`src/rtl/core/fill_link_master_sequencer_defines.svh`:
```
// ----------------------------------------------------------------------------
// Fill link master sequencer assertion macros
// Concurrent assertion helpers shared by the sequencer RTL.
// ----------------------------------------------------------------------------
`ifndef FILL_LINK_MASTER_SEQUENCER_DEFINES_SVH
`define FILL_LINK_MASTER_SEQUENCER_DEFINES_SVH

`ifndef SYNTHESIS

// Consequent must hold in the cycle after the antecedent.
`define FLMS_ASSERT_NEXT(lbl, clk, rst, ante, cons) \
   lbl: assert property (@(posedge clk) disable iff (rst) (ante) |=> (cons)) \
      else $error("sequencer assertion failed");

// Consequent must hold in the same cycle as the antecedent.
`define FLMS_ASSERT_SAME(lbl, clk, rst, ante, cons) \
   lbl: assert property (@(posedge clk) disable iff (rst) (ante) |-> (cons)) \
      else $error("sequencer assertion failed");

`else

`define FLMS_ASSERT_NEXT(lbl, clk, rst, ante, cons)
`define FLMS_ASSERT_SAME(lbl, clk, rst, ante, cons)

`endif

`endif

```
`src/rtl/core/flms_pkg.sv`:
```
// ----------------------------------------------------------------------------
// Fill link master sequencer package
// Shared codes, event types and sizes for the sequencer modules.
// ----------------------------------------------------------------------------
package flms_pkg;

   localparam int TIME_BITS_DEFAULT = 16;

   localparam int REQ_TDATA_W = 80;
   localparam int REQ_TUSER_W = 5;
   localparam int RSP_TDATA_W = 16;
   localparam int CSR_INDEX_W = 1;
   localparam int CSR_DATA_W  = 8;

   localparam int QUEUE_DEPTH = 2;
   localparam int QUEUE_PTR_W = $clog2(QUEUE_DEPTH);
   localparam int QUEUE_CNT_W = $clog2(QUEUE_DEPTH + 1);

   localparam logic [7:0]  WAIT_SECONDS_RESET = 8'd4;
   localparam logic [7:0]  OWN_ADDRESS_RESET  = 8'd1;
   localparam logic [7:0]  BROADCAST_ADDRESS  = 8'hFF;
   localparam logic [15:0] AXID_CODE_A        = 16'h0050;
   localparam logic [15:0] AXID_CODE_B        = 16'h0060;
   localparam logic [9:0]  HEADER_CHARS       = 10'd4;

   localparam logic [CSR_INDEX_W-1:0] CSR_WAIT_SECONDS = 1'b0;
   localparam logic [CSR_INDEX_W-1:0] CSR_OWN_ADDRESS  = 1'b1;

   // Request operation codes.
   localparam logic [2:0] OP_START   = 3'd0;
   localparam logic [2:0] OP_POLL    = 3'd1;
   localparam logic [2:0] OP_U_FRAME = 3'd2;
   localparam logic [2:0] OP_S_FRAME = 3'd3;
   localparam logic [2:0] OP_I_CHUNK = 3'd4;
   localparam logic [2:0] OP_ADDRESS = 3'd5;

   // Command kinds within U and S frames.
   localparam logic [1:0] U_KIND_UA   = 2'd0;
   localparam logic [1:0] U_KIND_DISC = 2'd1;
   localparam logic [1:0] S_KIND_RR   = 2'd0;
   localparam logic [1:0] S_KIND_RNR  = 2'd1;

   typedef enum logic [2:0] {
      FR_NONE  = 3'd0,
      FR_SNRM  = 3'd1,
      FR_AXID  = 3'd2,
      FR_RR    = 3'd3,
      FR_DISC  = 3'd4,
      FR_BLOCK = 3'd5
   } frame_type;

   typedef enum logic [1:0] {
      ST_OK      = 2'd0,
      ST_DONE    = 2'd1,
      ST_EXPIRED = 2'd2,
      ST_ERROR   = 2'd3
   } status_type;

   typedef enum logic [10:0] {
      PH_IDLE      = 11'b000_0000_0001,
      PH_CONNECT   = 11'b000_0000_0010,
      PH_AXID      = 11'b000_0000_0100,
      PH_REQ_DISC  = 11'b000_0000_1000,
      PH_RECONNECT = 11'b000_0001_0000,
      PH_CHECK_RR  = 11'b000_0010_0000,
      PH_SEND_DATA = 11'b000_0100_0000,
      PH_DISC      = 11'b000_1000_0000,
      PH_DONE      = 11'b001_0000_0000,
      PH_TIMEOUT   = 11'b010_0000_0000,
      PH_ERROR     = 11'b100_0000_0000
   } phase_type;

   // Event classes produced by the front end.
   typedef enum logic [3:0] {
      EV_START   = 4'd0,
      EV_POLL    = 4'd1,
      EV_UA      = 4'd2,
      EV_U_DISC  = 4'd3,
      EV_REFRESH = 4'd4,
      EV_RR      = 4'd5,
      EV_RNR     = 4'd6,
      EV_CHUNK   = 4'd7,
      EV_ADDRESS = 4'd8,
      EV_IGNORE  = 4'd9
   } event_kind_type;

   typedef struct packed {
      event_kind_type kind;
      logic [15:0]    now_seconds;
      logic [7:0]     block_total;
      logic           header_present;
      logic [15:0]    unit_code;
      logic [15:0]    unit_length;
      logic [9:0]     chars_raw;
      logic [9:0]     chars_hdr;
      logic           code_is_axid;
      logic [7:0]     peer_address;
      logic           is_unnumbered_ua;
   } event_type;

   typedef struct packed {
      frame_type   send_frame;
      logic [7:0]  block_number;
      status_type  link_status;
      logic        sequence_reset;
      logic        address_ok;
   } result_type;

endpackage

```
`src/rtl/core/fill_link_master_sequencer.sv`:
```
// ----------------------------------------------------------------------------
// Fill link master sequencer
// Master side of a key-fill link: connect, exchange, reconnect, send blocks.
// ----------------------------------------------------------------------------
// Every request beat is one event and yields exactly one response beat. The
// block takes one beat per clock when the response side does not stall; the
// phase machine in the back end settles each event as it is taken, so a
// steady stream runs at one beat per cycle when nothing stalls. An accepted
// request beat is loaded into the front-end decode register, then into the
// event queue and then into the response register. The two-entry queue lets
// requests keep arriving for a while when the response side stalls.
module fill_link_master_sequencer
   import flms_pkg::*;
#(
   parameter int TIME_BITS = TIME_BITS_DEFAULT
)
(
   input  logic                   clock,
   input  logic                   reset,
   // Request beats.
   input  logic                   req_tvalid,
   output logic                   req_tready,
   // now_seconds[15:0], block_total[23:16], header_present[24],
   // unit_code[40:25], unit_length[56:41], chunk_chars[66:57],
   // peer_address_in[74:67], is_unnumbered_ua[75], zero fill[79:76]
   input  logic [REQ_TDATA_W-1:0] req_tdata,
   // operation[2:0], command_kind[4:3]
   input  logic [REQ_TUSER_W-1:0] req_tuser,
   // Response beats.
   output logic                   rsp_tvalid,
   input  logic                   rsp_tready,
   // send_frame[2:0], block_number[10:3], link_status[12:11],
   // sequence_reset[13], address_ok[14], zero fill[15]
   output logic [RSP_TDATA_W-1:0] rsp_tdata,
   // Configuration writes.
   input  logic                   csr_we,
   input  logic [CSR_INDEX_W-1:0] csr_index,
   input  logic [CSR_DATA_W-1:0]  csr_wdata
);

`include "fill_link_master_sequencer_defines.svh"

   logic      front_valid;
   logic      front_ready;
   event_type front_event;
   logic      back_valid;
   logic      back_ready;
   event_type back_event;

   flms_front u_front (
      .clock      (clock),
      .reset      (reset),
      .req_tvalid (req_tvalid),
      .req_tready (req_tready),
      .req_tdata  (req_tdata),
      .req_tuser  (req_tuser),
      .ev_valid   (front_valid),
      .ev_ready   (front_ready),
      .ev_data    (front_event)
   );

   flms_queue u_queue (
      .clock     (clock),
      .reset     (reset),
      .in_valid  (front_valid),
      .in_ready  (front_ready),
      .in_data   (front_event),
      .out_valid (back_valid),
      .out_ready (back_ready),
      .out_data  (back_event)
   );

   flms_back #(
      .TIME_BITS (TIME_BITS)
   ) u_back (
      .clock      (clock),
      .reset      (reset),
      .csr_we     (csr_we),
      .csr_index  (csr_index),
      .csr_wdata  (csr_wdata),
      .ev_valid   (back_valid),
      .ev_ready   (back_ready),
      .ev_data    (back_event),
      .rsp_tvalid (rsp_tvalid),
      .rsp_tready (rsp_tready),
      .rsp_tdata  (rsp_tdata)
   );

   // An accepted request beat is held in the front-end register next cycle.
   `FLMS_ASSERT_NEXT(a_front_loads, clock, reset, req_tvalid && req_tready, front_valid)
   // An event taken by the back end shows up as a response next cycle.
   `FLMS_ASSERT_NEXT(a_back_responds, clock, reset, back_valid && back_ready, rsp_tvalid)
   // Block numbers are only reported alongside a data block frame.
   `FLMS_ASSERT_SAME(a_block_number, clock, reset, rsp_tvalid && (rsp_tdata[2:0] != FR_BLOCK), rsp_tdata[10:3] == 8'd0)

endmodule

```
`src/rtl/core/flms_front.sv`:
```
// ----------------------------------------------------------------------------
// Fill link master sequencer front end
// Takes request beats, decodes the operation and registers a classified event.
// ----------------------------------------------------------------------------
module flms_front
   import flms_pkg::*;
(
   input  logic                   clock,
   input  logic                   reset,
   input  logic                   req_tvalid,
   output logic                   req_tready,
   input  logic [REQ_TDATA_W-1:0] req_tdata,
   input  logic [REQ_TUSER_W-1:0] req_tuser,
   output logic                   ev_valid,
   input  logic                   ev_ready,
   output event_type              ev_data
);

   logic      valid_ff;
   logic      valid_in;
   event_type event_ff;
   event_type event_in;
   logic      load;
   logic [2:0] operation;
   logic [1:0] command_kind;

   assign operation    = req_tuser[2:0];
   assign command_kind = req_tuser[4:3];

   assign req_tready = !valid_ff || ev_ready;
   assign load       = req_tvalid && req_tready;
   assign valid_in   = load || (valid_ff && !ev_ready);

   always_comb begin
      event_in.now_seconds      = req_tdata[15:0];
      event_in.block_total      = req_tdata[23:16];
      event_in.header_present   = req_tdata[24];
      event_in.unit_code        = req_tdata[40:25];
      event_in.unit_length      = req_tdata[56:41];
      event_in.chars_raw        = req_tdata[66:57];
      event_in.peer_address     = req_tdata[74:67];
      event_in.is_unnumbered_ua = req_tdata[75];
      // Header bytes come off the chunk, never below zero.
      event_in.chars_hdr = (req_tdata[66:57] > HEADER_CHARS) ?
                           req_tdata[66:57] - HEADER_CHARS : 10'd0;
      event_in.code_is_axid = (req_tdata[40:25] == AXID_CODE_A) ||
                              (req_tdata[40:25] == AXID_CODE_B);
      event_in.kind = EV_IGNORE;
      unique case (operation)
         OP_START: begin
            event_in.kind = EV_START;
         end
         OP_POLL: begin
            event_in.kind = EV_POLL;
         end
         OP_U_FRAME: begin
            if (command_kind == U_KIND_UA) begin
               event_in.kind = EV_UA;
            end else if (command_kind == U_KIND_DISC) begin
               event_in.kind = EV_U_DISC;
            end else begin
               event_in.kind = EV_REFRESH;
            end
         end
         OP_S_FRAME: begin
            if (command_kind == S_KIND_RR) begin
               event_in.kind = EV_RR;
            end else if (command_kind == S_KIND_RNR) begin
               event_in.kind = EV_RNR;
            end else begin
               event_in.kind = EV_REFRESH;
            end
         end
         OP_I_CHUNK: begin
            event_in.kind = EV_CHUNK;
         end
         OP_ADDRESS: begin
            event_in.kind = EV_ADDRESS;
         end
         default: begin
            event_in.kind = EV_IGNORE;
         end
      endcase
   end

   always_ff @(posedge clock) begin
      if (reset) begin
         valid_ff <= 1'b0;
      end else begin
         valid_ff <= valid_in;
      end
   end

   always_ff @(posedge clock) begin
      if (load) begin
         event_ff <= event_in;
      end
   end

   assign ev_valid = valid_ff;
   assign ev_data  = event_ff;

endmodule

```
`src/rtl/core/flms_queue.sv`:
```
// ----------------------------------------------------------------------------
// Fill link master sequencer event queue
// Small FIFO that decouples the front end from the back end.
// ----------------------------------------------------------------------------
module flms_queue
   import flms_pkg::*;
(
   input  logic      clock,
   input  logic      reset,
   input  logic      in_valid,
   output logic      in_ready,
   input  event_type in_data,
   output logic      out_valid,
   input  logic      out_ready,
   output event_type out_data
);

   event_type              entry_ff [QUEUE_DEPTH];
   logic [QUEUE_PTR_W-1:0] wr_ptr_ff;
   logic [QUEUE_PTR_W-1:0] wr_ptr_in;
   logic [QUEUE_PTR_W-1:0] rd_ptr_ff;
   logic [QUEUE_PTR_W-1:0] rd_ptr_in;
   logic [QUEUE_CNT_W-1:0] count_ff;
   logic [QUEUE_CNT_W-1:0] count_in;
   logic                   push;
   logic                   pop;

   assign in_ready  = (count_ff != QUEUE_CNT_W'(QUEUE_DEPTH));
   assign out_valid = (count_ff != '0);
   assign push      = in_valid && in_ready;
   assign pop       = out_valid && out_ready;
   assign out_data  = entry_ff[rd_ptr_ff];

   always_comb begin
      wr_ptr_in = wr_ptr_ff;
      rd_ptr_in = rd_ptr_ff;
      count_in  = count_ff;
      if (push) begin
         wr_ptr_in = (wr_ptr_ff == QUEUE_PTR_W'(QUEUE_DEPTH - 1)) ? '0 :
                     wr_ptr_ff + 1'b1;
      end
      if (pop) begin
         rd_ptr_in = (rd_ptr_ff == QUEUE_PTR_W'(QUEUE_DEPTH - 1)) ? '0 :
                     rd_ptr_ff + 1'b1;
      end
      if (push && !pop) begin
         count_in = count_ff + 1'b1;
      end else if (pop && !push) begin
         count_in = count_ff - 1'b1;
      end
   end

   always_ff @(posedge clock) begin
      if (reset) begin
         wr_ptr_ff <= '0;
         rd_ptr_ff <= '0;
         count_ff  <= '0;
      end else begin
         wr_ptr_ff <= wr_ptr_in;
         rd_ptr_ff <= rd_ptr_in;
         count_ff  <= count_in;
      end
   end

   always_ff @(posedge clock) begin
      if (push) begin
         entry_ff[wr_ptr_ff] <= in_data;
      end
   end

endmodule

```
`src/rtl/core/flms_back.sv`:
```
// ----------------------------------------------------------------------------
// Fill link master sequencer back end
// Runs the link phase machine on each event and holds the result register.
// ----------------------------------------------------------------------------
module flms_back
   import flms_pkg::*;
#(
   parameter int TIME_BITS = TIME_BITS_DEFAULT
)
(
   input  logic                   clock,
   input  logic                   reset,
   input  logic                   csr_we,
   input  logic [CSR_INDEX_W-1:0] csr_index,
   input  logic [CSR_DATA_W-1:0]  csr_wdata,
   input  logic                   ev_valid,
   output logic                   ev_ready,
   input  event_type              ev_data,
   output logic                   rsp_tvalid,
   input  logic                   rsp_tready,
   output logic [RSP_TDATA_W-1:0] rsp_tdata
);

   logic [7:0]           wait_seconds_ff;
   logic [7:0]           own_address_ff;

   phase_type            phase_ff;
   phase_type            phase_in;
   logic [TIME_BITS-1:0] deadline_ff;
   logic [TIME_BITS-1:0] deadline_in;
   logic [7:0]           blocks_left_ff;
   logic [7:0]           blocks_left_in;
   logic [7:0]           blocks_sent_ff;
   logic [7:0]           blocks_sent_in;
   logic [15:0]          unit_remaining_ff;
   logic [15:0]          unit_remaining_in;
   logic [15:0]          unit_code_ff;
   logic [15:0]          unit_code_in;
   logic [7:0]           link_address_ff;
   logic [7:0]           link_address_in;

   logic                 rsp_valid_ff;
   logic                 rsp_valid_in;
   result_type           result_ff;
   result_type           result_in;

   logic                 take;
   logic [TIME_BITS-1:0] now_t;
   logic [TIME_BITS-1:0] armed;
   logic [TIME_BITS-1:0] elapsed;
   logic                 passed;
   logic                 header_take;
   logic [15:0]          remain_base;
   logic [15:0]          chunk_chars;
   logic                 code_axid;

   assign ev_ready     = !rsp_valid_ff || rsp_tready;
   assign take         = ev_valid && ev_ready;
   assign rsp_valid_in = take || (rsp_valid_ff && !rsp_tready);

   assign now_t   = TIME_BITS'(ev_data.now_seconds);
   assign armed   = now_t + TIME_BITS'(wait_seconds_ff);
   assign elapsed = now_t - deadline_ff;
   // The deadline lies behind us when the wrapped distance is nonzero and in the lower half.
   assign passed  = (elapsed != '0) && !elapsed[TIME_BITS-1];

   assign header_take = ev_data.header_present && (unit_remaining_ff == 16'd0);
   assign remain_base = header_take ? ev_data.unit_length : unit_remaining_ff;
   assign chunk_chars = header_take ? {6'd0, ev_data.chars_hdr} :
                                      {6'd0, ev_data.chars_raw};
   assign code_axid   = header_take ? ev_data.code_is_axid :
                        ((unit_code_ff == AXID_CODE_A) || (unit_code_ff == AXID_CODE_B));

   always_comb begin
      phase_in          = phase_ff;
      deadline_in       = deadline_ff;
      blocks_left_in    = blocks_left_ff;
      blocks_sent_in    = blocks_sent_ff;
      unit_remaining_in = unit_remaining_ff;
      unit_code_in      = unit_code_ff;
      link_address_in   = link_address_ff;
      result_in.send_frame     = FR_NONE;
      result_in.block_number   = 8'd0;
      result_in.link_status    = ST_OK;
      result_in.sequence_reset = 1'b0;
      result_in.address_ok     = 1'b0;

      unique case (ev_data.kind)
         EV_START: begin
            blocks_left_in    = ev_data.block_total;
            blocks_sent_in    = 8'd0;
            unit_remaining_in = 16'd0;
            result_in.sequence_reset = 1'b1;
            phase_in          = PH_IDLE;
            link_address_in   = own_address_ff;
            deadline_in       = armed;
         end
         EV_POLL: begin
            if (phase_ff == PH_IDLE) begin
               unit_remaining_in = 16'd0;
               result_in.sequence_reset = 1'b1;
               result_in.send_frame     = FR_SNRM;
               deadline_in = armed;
               phase_in    = PH_CONNECT;
            end else if (passed) begin
               phase_in = (phase_ff == PH_CONNECT) ? PH_TIMEOUT : PH_ERROR;
            end
         end
         EV_UA, EV_RR: begin
            deadline_in = armed;
            if ((ev_data.kind == EV_UA) && (phase_ff == PH_CONNECT)) begin
               result_in.send_frame = FR_AXID;
               phase_in = PH_AXID;
            end else if ((ev_data.kind == EV_UA) && (phase_ff == PH_RECONNECT)) begin
               unit_remaining_in = 16'd0;
               result_in.sequence_reset = 1'b1;
               result_in.send_frame     = FR_SNRM;
               phase_in = PH_CHECK_RR;
            end else if ((ev_data.kind == EV_RR) && (phase_ff == PH_REQ_DISC)) begin
               result_in.send_frame = FR_DISC;
               phase_in = PH_RECONNECT;
            end else if (phase_ff == PH_CHECK_RR) begin
               result_in.send_frame = FR_RR;
               phase_in = PH_SEND_DATA;
            end else if (phase_ff == PH_SEND_DATA) begin
               if (blocks_left_ff != 8'd0) begin
                  result_in.send_frame   = FR_BLOCK;
                  result_in.block_number = blocks_sent_ff;
                  blocks_sent_in = blocks_sent_ff + 8'd1;
                  blocks_left_in = blocks_left_ff - 8'd1;
               end else begin
                  result_in.send_frame = FR_DISC;
                  phase_in = PH_DISC;
               end
            end else if (phase_ff == PH_DISC) begin
               unit_remaining_in = 16'd0;
               result_in.sequence_reset = 1'b1;
               phase_in = PH_DONE;
            end
         end
         EV_U_DISC: begin
            unit_remaining_in = 16'd0;
            result_in.sequence_reset = 1'b1;
            phase_in    = PH_DONE;
            deadline_in = armed;
         end
         EV_REFRESH: begin
            deadline_in = armed;
         end
         EV_RNR: begin
            result_in.send_frame = FR_RR;
            deadline_in = armed;
         end
         EV_CHUNK: begin
            if (header_take) begin
               unit_code_in = ev_data.unit_code;
            end
            unit_remaining_in = (remain_base > chunk_chars) ?
                                remain_base - chunk_chars : 16'd0;
            if (code_axid) begin
               phase_in = PH_REQ_DISC;
            end
            result_in.send_frame = FR_RR;
            deadline_in = armed;
         end
         EV_ADDRESS: begin
            if ((ev_data.peer_address == BROADCAST_ADDRESS) ||
                (ev_data.peer_address == link_address_ff)) begin
               result_in.address_ok = 1'b1;
            end else if (ev_data.is_unnumbered_ua) begin
               link_address_in      = ev_data.peer_address;
               result_in.address_ok = 1'b1;
            end
         end
         default: begin
         end
      endcase

      if (phase_in == PH_TIMEOUT) begin
         result_in.link_status = ST_EXPIRED;
      end else if (phase_in == PH_DONE) begin
         result_in.link_status = ST_DONE;
      end else if (phase_in == PH_ERROR) begin
         result_in.link_status = ST_ERROR;
      end
   end

   always_ff @(posedge clock) begin
      if (reset) begin
         wait_seconds_ff <= WAIT_SECONDS_RESET;
         own_address_ff  <= OWN_ADDRESS_RESET;
      end else if (csr_we) begin
         if (csr_index == CSR_WAIT_SECONDS) begin
            wait_seconds_ff <= csr_wdata;
         end
         if (csr_index == CSR_OWN_ADDRESS) begin
            own_address_ff <= csr_wdata;
         end
      end
   end

   always_ff @(posedge clock) begin
      if (reset) begin
         phase_ff          <= PH_IDLE;
         deadline_ff       <= '0;
         blocks_left_ff    <= 8'd0;
         blocks_sent_ff    <= 8'd0;
         unit_remaining_ff <= 16'd0;
         unit_code_ff      <= 16'd0;
         link_address_ff   <= OWN_ADDRESS_RESET;
         rsp_valid_ff      <= 1'b0;
      end else begin
         rsp_valid_ff <= rsp_valid_in;
         if (take) begin
            phase_ff          <= phase_in;
            deadline_ff       <= deadline_in;
            blocks_left_ff    <= blocks_left_in;
            blocks_sent_ff    <= blocks_sent_in;
            unit_remaining_ff <= unit_remaining_in;
            unit_code_ff      <= unit_code_in;
            link_address_ff   <= link_address_in;
         end
      end
   end

   always_ff @(posedge clock) begin
      if (take) begin
         result_ff <= result_in;
      end
   end

   assign rsp_tvalid = rsp_valid_ff;
   assign rsp_tdata  = {1'b0, result_ff.address_ok, result_ff.sequence_reset,
                        result_ff.link_status, result_ff.block_number,
                        result_ff.send_frame};

endmodule
```
`config.mk`:
```
export PLATFORM = sky130hd
export DESIGN_NAME = fill_link_master_sequencer
export DESIGN_NICKNAME = d
export VERILOG_FILES = /design/src/rtl/core/flms_pkg.sv /design/src/rtl/core/fill_link_master_sequencer.sv /design/src/rtl/core/flms_front.sv /design/src/rtl/core/flms_queue.sv /design/src/rtl/core/flms_back.sv
export VERILOG_INCLUDE_DIRS = /design/src /design/src/rtl/core
export SDC_FILE = /design/constraint.sdc
export NUM_CORES = 1
export LEC_CHECK = 0
export BUFFER_PORTS_ARGS = -buffer_cell sky130_fd_sc_hd__buf_2
export CELL_PAD_IN_SITES_DETAIL_PLACEMENT = 2
export CELL_PAD_IN_SITES_GLOBAL_PLACEMENT = 2
export CORE_UTILIZATION = 38
export CTS_CLUSTER_SIZE = 25
export DETAILED_ROUTE_END_ITERATION = 8
export GPL_ROUTABILITY_DRIVEN = 0
export GPL_TIMING_DRIVEN = 0
export PLACE_DENSITY_LB_ADDON = 0.1
export SETUP_SLACK_MARGIN = 0.5
export SYNTH_ARGS = -nofsm -noshare
export SYNTH_HDL_FRONTEND = slang
export SYNTH_HIERARCHICAL = 1
export SYNTH_SLANG_ARGS = --single-unit
```
`constraint.sdc`:
```
create_clock -name clock -period 4.6 [get_ports clock]
set_input_delay 0.92 -clock clock [delete_from_list [all_inputs] [get_ports clock]]
set_output_delay 0.92 -clock clock [all_outputs]
set_load 0.03 [all_outputs]
```
==> results of run 1 <==
cells in the mapped netlist (6+ instances only):
cell type  number
a211oi_1       25
a21o_1         16
a21oi_1        92
a22oi_1        19
a31oi_1         8
and2_1         16
and3_1         12
buf_2          11
buf_4          14
clkbuf_1       32
dfxtp_1       106
edfxtp_1      288
ha_1           38
inv_1          52
mux2_2         94
mux2i_1        20
nand2_1       122
nand2b_1       10
nand3_1        30
nand3b_1       10
nand4_1        16
nor2_1         97
nor2b_1        18
nor3_1         19
nor3b_1         6
nor4_1         15
o21a_1          6
o21ai_0        44
o21ai_1         8
o31ai_1         9
or3_1           8
or4_1           6
xnor2_1        19
xor2_1         29
worst max-delay path: cells and delay by family (launching register included):
family / cells / cell delay (ps)
and+or+nand+nor: 6 / 1790
AOI/OAI and AO/OA: 7 / 1040
adders and majority gates: 2 / 530
DFF: 1 / 380
buffers and inverters: 2 / 230
muxes: 1 / 170
cell usage in the layout (no fill, tap or decap), drive strengths merged, types with 10 or more instances in the layout:
cell type | netlist | routed
a22oi | 19 | 19
buf | 27 | 167
o21ai | 54 | 54
nand2b | 10 | 10
clkinv | 0 | 11
edfxtp | 288 | 288
dfxtp | 106 | 106
nor2b | 18 | 18
mux2 | 95 | 95
mux2i | 20 | 20
inv | 52 | 54
xnor2 | 19 | 19
nor3 | 22 | 22
ha | 38 | 38
clkbuf | 33 | 93
and2 | 16 | 16
or4 | 10 | 10
nand3 | 30 | 30
nand3b | 11 | 11
a211oi | 25 | 25
and3 | 12 | 12
a21oi | 94 | 94
nor2 | 99 | 99
nor4 | 20 | 20
nand2 | 123 | 123
nand4 | 16 | 16
or3 | 10 | 10
xor2 | 29 | 29
a21o | 16 | 16
power groups by stage:
stage / combinational, mW / sequential [mW] / clock, mW
CTS: 4.22 / 4.37 / 3.72
finish: 4.42 / 4.37 / 3.62
global route: 4.80 / 4.40 / 3.83
detailed placement: 3.89 / 4.44 / 0
global placement: 3.76 / 4.45 / 0
floorplan: 2.67 / 4.50 / 0
layout make-up:
cell class,instances,area (um2),share of cell area [%]
Inverter,52,198,0.940
Clock inverter,23,282,1.34
Tap cell,600,751,3.57
Multi-Input combinational cell,906,6560,31.2
Buffer,60,368,1.75
Timing Repair Buffer,141,878,4.18
Clock buffer,59,1220,5.80
Sequential cell,394,10800,51.2
state kept, by name, indices dropped and copies added (netlist names), named ones only:
signal / flops
u_front/ev_valid: 1
u_queue/count_ff: 2
u_back/phase_ff: 11
u_back/own_address_ff: 8
u_queue/rd_ptr_ff: 1
u_back/blocks_sent_ff: 8
u_queue/entry_ff: 182
u_queue/wr_ptr_ff: 1
u_back/wait_seconds_ff: 8
u_back/unit_code_ff: 16
u_back/blocks_left_ff: 8
u_back/rsp_tdata: 15
u_back/rsp_tvalid: 1
u_back/unit_remaining_ff: 16
u_back/link_address_ff: 8
u_back/deadline_ff: 16
u_front/ev_data: 91
stage by stage:
step	hold WS, ps	util [%]	setup WS [ps]	area, um2	setup TNS (ps)
2_1_floorplan	421	-	491	17600	0
3_3_place_gp	423	41.6	-397	18900	-48660
3_5_place_dp	430	41.8	-490	19000	-6590
4_1_cts	448	45.8	340	20800	0
5_1_grt	456	46.2	81.1	21000	0
6_report	447	46.2	292	21000	0
how the worst max path moves through the flow:
stage,end,cells after the start
after global placement,u_back/unit_remaining_ff[5],19
after floorplan,u_back/unit_remaining_ff[14],19
after CTS,u_back/unit_remaining_ff[14],22
final,u_back/unit_remaining_ff[14],18
after global routing,u_back/unit_remaining_ff[14],18
after detailed placement,u_back/unit_remaining_ff[14],18
cells by family after synthesis:
group	Yosys count
adder cells (fa/ha/maj)	41
multiplexers	115
XOR/XNOR	48
buffers and inverters	112
other	1
AND/OR/NAND/NOR	424
flip-flops	394
AO/OA/AOI/OAI	277
metal layers:
layer | part of all wire, % | global-route usage, %
met2 | 51 | 36.1
met4 | 2.6 | 7.39
met5 | 0.027 | 0
met1 | 44 | 25.5
met3 | 3.2 | 2.91
repair_timing:
item,4_1_cts,5_1_grt
hold buffers,0,0
pin swaps,15,24
buffers inserted,22,4
gates cloned,0,1
gates resized for setup,32,41
setup endpoints to repair,32,48
==> metrics.cfg, run 1 <==
[global_routing]
global_route.usage.total_pct=20.5
largest_net_degree_at_the_start_of_global_routing=66
grt_pass1_wl_mm=73.9
first_global_vias=12900
grt-ovfl-total=0
initial_antenna_violation_count=1

[critical_path]
critPathMaxFanout=4
timing.critical_path.slowest_stage_cell=or4bb_4
crit_chain=nor4_4, nand4_1, nor4_4, buf_4, mux2_4, ha_4, inv_2, fa_2, a21o_1, a21oi_2, o21bai_2, a2111oi_2, or3_4, o21ai_4, or4bb_4, and3_4, o21ai_2, a31oi_1
cp_slowest_stage_delay_ps=560
crit_top_cell=nor4_4
cp-start-kind=register
critPathCaptureType=register
worstSetupPathType=reg2reg
cp_data_arrival_time_ps=4740
timing.rr.end=u_back/unit_remaining_ff[14]
worst-r2r-cell-count=18
cp-startpoint=u_back/unit_remaining_ff[4]
req_time_crit_path_ps=5030
reg2reg_from=u_back/unit_remaining_ff[4]
r2r_slack_ps=290

[hold_path]
timing.hold.worst_endpoint=u_queue/entry_ff[0][22]
min_path_cells=0
holdCritPathClass=reg2reg
beginning_of_the_worst_hold_path=u_front/ev_data[22]

[floorplanning]
initial_utilization_pct=38.6
chipWidth_um=217
die_height_um=217
core.rowCount=78
core-area_um2=45500
die_area_um2=47100
pin_count=117

[timing]
final_period_minus_worst_setup_slack_ps=4310
timing.max_slew.rel_slack_pct=40.3
final.period_utilization_pct=93.7
timing_max_transition_violations_final=0
finalClockSkew_ps=22.7
worstMarginPinSlew_ps=895
grt_setup_unrepaired=true
fmax_mhz=232
setup_viol=0
timing_hold_violations_final=0

[yosys]
synth_edf_count=288
xor_xnor_fraction_of_synth_area_pct=2.40
post_synth_inst_count=1412
largest_area_contributor_in_the_netlist=edfxtp_1
netlist_top_cells_area=edfxtp_1 49%, dfxtp_1 12%, mux2_2 6.0%
muxShareOfSynthArea_pct=7.24
asyncSetResetFlopFracSynth_pct=0
synth_seq_area_share_pct=61.4
unique_cell_type_count_in_the_yosys_netlist=89
synth_top_family_by_area=simple AND/OR/NAND/NOR gates
synthAdderAreaFrac_pct=3.05
yosysWarnings=6
yosys_most_used_dff=edfxtp_1
netlist.area_leader.share_pct=49.3
synth_compound_gate_area_share_pct=10.4
number_of_register_bits_inferred_by_synthesis=394
post_synth_and_or_nand_nor_area_fraction_pct=12.7
synth_area_per_cell_um2=12.4
synth_nets=1552
mappedNetlistArea_um2=17600

[clock_network]
cts-htree-levels=2
clock_insertion_delay_worst_skew_ps=590
clock_tree_from_tritoncts=done
cts-root-to-sink-buffers=3
clk_pin_slew_worst_paths_ps=60
number_of_clock_buffers_inserted_by_tritoncts=44
number_of_sinks_on_the_clock_net=394
clk_tree_root_cell=clkbuf_16

[drt]
routedWlPerCell_um=21.4
dr_total_vias=11800
finalWirelength_mm=47.7
drt.antenna.violating_nets=0
drt-initial-drc-count=448
drc_errors=0
first_pass_iters=4
vias_per_cell=5.28

[power_and_ir_drop]
power.switching_mw=4.24
leakage_power_nw=7.50
power.share.sequential_pct=35.2
power_density_nw_per_um2=590
internal-power_mw=8.17
combinational_power_share_pct=35.6
power.share.clock_pct=29.2
power.share.switching_pct=34.1
p_total_mw=12.4
vdd.ir_drop.worst_mv=0.292

[place]
placed_cells=2126
count_of_buffers_inserted_at_the_top_level_ports=111
place_hpwl_mm=33.7

[cells_and_area]
drive_gt1_share_pct=25.5
fillCellCount=4581
stdcell_count=2235
final_net_count=1739
area.growth.synth_to_final_pct=19.8
antenna_cells=0

[status]
outcome=complete, no violations

[job]
timing.max_cap.violations=0

(Power assumes the default switching activity.)
==> run 2: changes to the inputs <==
--- a/config.mk
+++ b/config.mk
@@ -6,10 +6,11 @@
 export SDC_FILE = /design/constraint.sdc
 export NUM_CORES = 1
 export LEC_CHECK = 0
+export ABC_CLOCK_PERIOD_IN_PS = 4200
 export BUFFER_PORTS_ARGS = -buffer_cell sky130_fd_sc_hd__buf_2
 export CELL_PAD_IN_SITES_DETAIL_PLACEMENT = 2
 export CELL_PAD_IN_SITES_GLOBAL_PLACEMENT = 2
-export CORE_UTILIZATION = 38
+export CORE_UTILIZATION = 42
 export CTS_CLUSTER_SIZE = 25
 export DETAILED_ROUTE_END_ITERATION = 8
 export GPL_ROUTABILITY_DRIVEN = 0
==> constraint.sdc (replaced) <==
create_clock -name clock -period 4.2 [get_ports clock]
set_input_delay 0.84 -clock clock [delete_from_list [all_inputs] [get_ports clock]]
set_output_delay 0.84 -clock clock [all_outputs]
set_load 0.03 [all_outputs]
==> run 2 against run 1 <==
Effect of this change: the run now ends with DRC, setup timing left; clock skew rose by 11 ps; clock power grew 4%; via count grew 6.2%; die area down 9.4%; combinational power grew 31%; critical path depth increased by 2; worst setup slack worse by 770 ps; sequential share of layout area shrank 1.5 points; non-clock buffer count rose by 29; global-route usage rose by 4.8 points; cell count shrank 1.9%.
==> metrics.cfg, run 2 (synthesis results as in run 1) <==
[clock_network]
clk_tree_root_cell=clkbuf_16
number_of_sinks_on_the_clock_net=394  ; unchanged
clk_pin_slew_worst_paths_ps=60  ; about the same
cts-htree-levels=2  ; unchanged
cts-root-to-sink-buffers=3  ; unchanged
clock_insertion_delay_worst_skew_ps=600  ; about the same
number_of_clock_buffers_inserted_by_tritoncts=43  ; -2.3%
clock_tree_from_tritoncts=done

[critical_path]
crit_chain=nor4_1, nand4_1, nor4_4, buf_4, clkbuf_16, buf_4, mux2i_1, ha_1, inv_1, o21bai_4, a2111oi_4, or3_4, o21ai_4, buf_6, o31ai_4, a311oi_4, buf_6, buf_12, a22oi_2, nor2_2
critPathCaptureType=register
r2r_slack_ps=-480  ; -770 ps
cp_slowest_stage_delay_ps=390  ; -170 ps
cp-start-kind=register
timing.critical_path.buf_inv=7  ; +5
cp_data_arrival_time_ps=5180  ; +440 ps
critPathTopFamily=simple AND/OR/NAND/NOR gates
timing.critical_path.slowest_stage_cell=nor4_1
req_time_crit_path_ps=4700  ; -330 ps
worstSetupPathType=reg2reg
critPathMaxFanout=5  ; +1

[drt]
dr_total_vias=12500  ; +6.2%
vias_per_cell=5.71  ; +8.3%
drt-initial-drc-count=654  ; +46%
drt.antenna.violating_nets=0  ; unchanged
drc_errors=4  ; +4
first_pass_iters=7  ; +3
routedWlPerCell_um=26.0  ; +22%
finalWirelength_mm=56.9  ; +19%

[place]
place_hpwl_mm=35.7  ; +6.1%
pre_cts_ws_ps=-1120  ; -630 ps
count_of_buffers_inserted_at_the_top_level_ports=111  ; unchanged

[timing]
fin_ws_ps=-481  ; -772 ps
fmax_mhz=214  ; -8.0%
timing_max_transition_violations_final=0  ; unchanged
final.period_utilization_pct=111  ; +18 points
timing.max_slew.rel_slack_pct=31.0  ; -9.3 points
finalClockSkew_ps=33.3  ; +10.7 ps
timing_hold_violations_final=0  ; unchanged
final_period_minus_worst_setup_slack_ps=4680  ; +372 ps
worstMarginPinSlew_ps=1030  ; +140 ps
setup_viol=35  ; +35
grt_setup_unrepaired=true
timing.setup.tns_ps=-7640  ; -7640 ps

[floorplanning]
die_height_um=206  ; -4.8%
chipWidth_um=206  ; -4.8%
core-area_um2=41000  ; -9.8%
core.rowCount=74  ; -5.1%
initial_utilization_pct=42.8  ; +4.2 points
die_area_um2=42600  ; -9.4%
pin_count=117  ; unchanged

[cells_and_area]
drive_gt1_share_pct=30.5  ; +5.0 points
regMostFlops=u_queue/entry_ff
area.growth.synth_to_final_pct=23.4
layout.cells.most_common=edfxtp_1
final_net_count=1767  ; +1.6%
flip_flop_count_of_the_largest_register_after_layout=182  ; unchanged
layout.cells.most_common_list=288 x edfxtp_1, 121 x buf_2, 109 x nand2_1
post_layout_util_pct=52.8  ; +6.6 points
ff_latch_area_um2=10800  ; unchanged
multi_input_area_um2=6990  ; +6.7%
fillCellCount=3865  ; -16%

[status]
violations=DRC, setup timing
outcome=complete, but fails checks

[global_routing]
global_route.usage.total_pct=25.3  ; +4.8 points
first_global_vias=13600  ; +5.3%
grt_pass1_wl_mm=80.5  ; +8.8%
grt-ovfl-total=0  ; unchanged
largest_net_degree_at_the_start_of_global_routing=57  ; -14%
initial_antenna_violation_count=1  ; unchanged

[power_and_ir_drop]
leakage_power_nw=7.80  ; +4.0%
power_density_nw_per_um2=665  ; +13%
vdd.ir_drop.worst_mv=0.398  ; +36%

[hold_path]
holdCritPathClass=in2reg

[job]
timing.max_cap.violations=0  ; unchanged

[run 2: cell count changes in the layout (fill, tap and decap cells not counted), sizes merged]
| cell | delta |
|---|---|
| buf | +28 |
| bufinv | -3 |
| clkbuf | +1 |
| clkinv | +5 |
| clkinvlp | -5 |
| diode | +1 |
| inv | -1 |
[run 2: power by group]
part	switching, mW	leakage [nW]	internal [mW]	total, mW
Clock	1.62	0.679	2.17	3.78
Sequential	0.186	3.57	4.62	4.80
Combinational	3.42	3.55	2.40	5.81
[run 2: final cells by class]
| class | instances | area share (%) |
|---|---|---|
| diodes | 1 | 0.0116 |
| clock buffers | 59 | 5.63 |
| clock inverters | 19 | 0.768 |
| flip-flops and latches | 394 | 49.7 |
| inverters | 52 | 0.913 |
| plain buffers | 60 | 2.00 |
| well taps | 532 | 3.07 |
| multi-input cells | 906 | 32.3 |
| repair buffers | 170 | 5.59 |
[run 2: repair_timing]
item,in CTS,in global routing
hold buffers,0,0
pin swaps,32,64
setup buffers,31,22
setup endpoints to repair,61,65
cloned,0,3
gates resized for setup,78,128
[run 2: layer usage]
metal	vias to the layer above	share of wire (%)	track usage [%]
li1	5692	-	-
met1	6432	41	30.4
met2	291	52	44.6
met3	112	3.7	3.93
met4	0	3.6	11.2
met5	-	0	0
[run 2: path summary, 6_finish.rpt]
kind | start | endpoint | depth (start not counted)
worst max-delay path | u_back/unit_remaining_ff[8] | u_back/unit_remaining_ff[8] | 20
worst min-delay path | req_tdata[24] | u_front/ev_data[62] | 1
worst max register to register | u_back/unit_remaining_ff[8] | u_back/unit_remaining_ff[8] | 20
worst min register to register | u_front/ev_data[43] | u_queue/entry_ff[1][43] | 0
[run 2: worst register-to-register path: cells and delay by family, from the launching register on]
kind / cells / cell delay [ps]
and+or+nand+nor: 5 / 1450
muxes: 1 / 340
buffers and inverters: 7 / 1120
adders and majority gates: 1 / 350
DFF: 1 / 370
AOI/OAI and AO/OA: 6 / 940
[run 2: metrics by stage]
step                      cell area [um2]  cells  hold slack [ps]  total power [mW]
after global placement              18900   2055              422              8.93
after detailed placement            18900   2058              433              9.19
final                               21700   2193              428              14.4
after global routing                21700   2192              420              15.0
after floorplan                     17600   1412              421              7.85
after CTS                           20900   2167              410              13.7
==> run 3: changes to the inputs <==
--- a/config.mk
+++ b/config.mk
@@ -6,7 +6,7 @@
 export SDC_FILE = /design/constraint.sdc
 export NUM_CORES = 1
 export LEC_CHECK = 0
-export ABC_CLOCK_PERIOD_IN_PS = 4200
+export ABC_CLOCK_PERIOD_IN_PS = 5200
 export BUFFER_PORTS_ARGS = -buffer_cell sky130_fd_sc_hd__buf_2
 export CELL_PAD_IN_SITES_DETAIL_PLACEMENT = 2
 export CELL_PAD_IN_SITES_GLOBAL_PLACEMENT = 2
==> constraint.sdc (replaced) <==
create_clock -name clock -period 5.2 [get_ports clock]
set_input_delay 1.04 -clock clock [delete_from_list [all_inputs] [get_ports clock]]
set_output_delay 1.04 -clock clock [all_outputs]
set_load 0.03 [all_outputs]
==> run 3 against run 2 <==
Effect of this change: the flow finishes with violations (DRC); cell count is 2.1% lower; critical path depth decreased by 1; combinational power down 36%; register-to-register slack better by 960 ps; final area decreased by 5.5%; total power shrank 27%.
==> metrics.cfg, run 3 (synthesis results as in run 1) <==
[critical_path]
reg2reg_from=u_back/unit_remaining_ff[3]
timing.rr.end=u_back/unit_remaining_ff[14]
critPathMaxFanout=4  ; -1
critPathCaptureType=register
req_time_crit_path_ps=5620  ; +920 ps
timing.critical_path.buf_inv=3  ; -4
crit_chain=nor4_2, nand4_1, nor4_4, buf_4, buf_4, mux2_2, ha_1, inv_1, fa_2, a21o_1, a21oi_2, o21bai_4, a2111oi_4, or3_4, o21ai_4, or4bb_4, and3_1, o21ai_1, a31oi_1
crit_top_cell=buf_4
critPathTopFamily=simple AND/OR/NAND/NOR gates
critical_path_depth=19  ; -5.0%
timing.critical_path.slowest_stage_cell=or4bb_4
cp_data_arrival_time_ps=5140  ; -40 ps
cp_slowest_stage_delay_ps=590  ; +200 ps
cp-startpoint=u_back/unit_remaining_ff[3]
cp-start-kind=register
worst-r2r-cell-count=19  ; -5.0%
r2r_slack_ps=480  ; +960 ps
worstSetupPathType=reg2reg
crit_end=u_back/unit_remaining_ff[14]

[timing]
timing.max_slew.rel_slack_pct=34.8  ; +3.8 points
final_period_minus_worst_setup_slack_ps=4720  ; +37.5 ps
finalClockSkew_ps=19.9  ; -13.4 ps
timing.setup.tns_ps=0  ; +7640 ps
fin_ws_ps=482  ; +963 ps
fmax_mhz=212  ; -0.79%
timing_hold_violations_final=0  ; unchanged
timing_max_transition_violations_final=0  ; unchanged
worstMarginPinSlew_ps=971  ; -64.0 ps
setup_viol=0  ; -100%
grt_setup_unrepaired=false
final.period_utilization_pct=90.7  ; -21 points

[cells_and_area]
drive_gt1_share_pct=22.3  ; -8.2 points
regMostFlops=u_queue/entry_ff
layout.cells.most_common_list=288 x edfxtp_1, 122 x nand2_1, 121 x buf_2
area.growth.synth_to_final_pct=16.6
stdcell_count=2148  ; -2.1%
layout.cells.most_common=edfxtp_1
antenna_cells=0  ; -1
flip_flop_count_of_the_largest_register_after_layout=182  ; unchanged
final_net_count=1723  ; -2.5%

[place]
pre_cts_ws_ps=-1030  ; +90.8 ps
count_of_buffers_inserted_at_the_top_level_ports=111  ; unchanged
place_hpwl_mm=35.1  ; -1.7%
placed_cells=2058  ; unchanged

[status]
outcome=complete, but fails checks
violations=DRC

[floorplanning]
die_height_um=206  ; unchanged
core.rowCount=74  ; unchanged
initial_utilization_pct=42.8  ; unchanged
pin_count=117  ; unchanged
die_area_um2=42600  ; unchanged
chipWidth_um=206  ; unchanged
core-area_um2=41000  ; unchanged

[clock_network]
cts-htree-levels=2  ; unchanged
number_of_sinks_on_the_clock_net=394  ; unchanged
clock_tree_from_tritoncts=done
clk_tree_root_cell=clkbuf_16
clk_pin_slew_worst_paths_ps=60  ; about the same
number_of_clock_buffers_inserted_by_tritoncts=43  ; unchanged
cts-root-to-sink-buffers=3  ; unchanged
clock_insertion_delay_worst_skew_ps=580  ; -20 ps

[global_routing]
grt-ovfl-total=0  ; unchanged
first_global_vias=13300  ; -2.3%
initial_antenna_violation_count=0  ; -1
global_route.usage.total_pct=23.7  ; -1.7 points
grt_pass1_wl_mm=75.8  ; -5.8%
largest_net_degree_at_the_start_of_global_routing=58  ; +1.8%

[power_and_ir_drop]
p_total_mw=10.6  ; -27%
power.share.clock_pct=28.5  ; +2.2 points
power_density_nw_per_um2=516  ; -22%
combinational_power_share_pct=34.9  ; -5.5 points
internal-power_mw=6.89  ; -25%
vdd.ir_drop.worst_mv=0.362  ; -9.1%
leakage_power_nw=7.29  ; -6.5%
power.share.sequential_pct=36.6  ; +3.2 points
power.share.switching_pct=34.7  ; -1.5 points
power.switching_mw=3.67  ; -30%

[drt]
routedWlPerCell_um=23.2  ; -11%
first_pass_iters=6  ; -1
drt.antenna.violating_nets=0  ; unchanged
finalWirelength_mm=49.9  ; -12%
dr_total_vias=12000  ; -3.9%
drt-initial-drc-count=512  ; -22%
vias_per_cell=5.60  ; -1.9%
drc_errors=4  ; unchanged

[job]
timing.max_cap.violations=0  ; unchanged

[hold_path]
holdCritPathClass=reg2reg

==> run 3: changes by cell type in the layout (fill, tap and decap cells not counted), sizes merged <==
cell,change
inv,+3
diode,-1
clkbuf,-3
buf,-42
bufinv,+2
clkinv,-4
==> run 3: stage by stage <==
step | hold WS, ps | area (um2) | util, %
2_1_floorplan | 421 | 17600 | -
3_3_place_gp | 423 | 18800 | 45.8
3_5_place_dp | 437 | 18900 | 46.0
4_1_cts | 449 | 20300 | 49.6
5_1_grt | 457 | 20500 | 49.9
6_report | 442 | 20500 | 49.9
==> run 3: final cells by class <==
type                    instances  area, um2
well taps                     532        666
multi-input cells             906       6400
clock buffers                  58       1140
fillers                      3970      20500
inverters                      52        198
repair buffers                126        732
clock inverters                20        218
flip-flops and latches        394      10800
plain buffers                  60        345
==> run 3: power groups by stage <==
stage / Clock (mW) / Combinational, mW / Sequential [mW]
6_report: 3.01 / 3.69 / 3.87
3_5_place_dp: 0 / 3.39 / 3.94
4_1_cts: 3.09 / 3.53 / 3.87
3_3_place_gp: 0 / 3.23 / 3.92
5_1_grt: 3.19 / 3.99 / 3.90
2_1_floorplan: 0 / 2.31 / 3.98
==> run 3: how the worst min path moves through the flow <==
stage	start	cells past startpoint	slack, ps	end
after floorplan	u_front/ev_data[0]	0	420	u_queue/entry_ff[0][0]
after global placement	u_front/ev_data[16]	0	420	u_queue/entry_ff[0][16]
after detailed placement	u_front/ev_data[23]	0	440	u_queue/entry_ff[1][23]
after CTS	u_front/ev_data[45]	0	450	u_queue/entry_ff[1][45]
after global routing	u_front/ev_data[56]	0	460	u_queue/entry_ff[1][56]
final	u_front/ev_data[45]	0	440	u_queue/entry_ff[1][45]
==> run 3: what timing repair did <==
action | 4_1_cts | 5_1_grt
hold buffers | 0 | 0
gates resized for setup | 16 | 18
pin swaps | 4 | 8
buffers inserted | 7 | 5
endpoints found under the setup margin | 19 | 25
cloned | 0 | 0
==> run 3: metal layers <==
metal  up-vias  share of wire, %  GRT usage, %  wire (um)
met5         -                 0             0          0
met1      6083                42          28.8      21100
met2       252                51          42.0      25200
met3       102               3.5          3.31       1750
met4         0               3.6          9.35       1780
li1       5596                 -             -          -
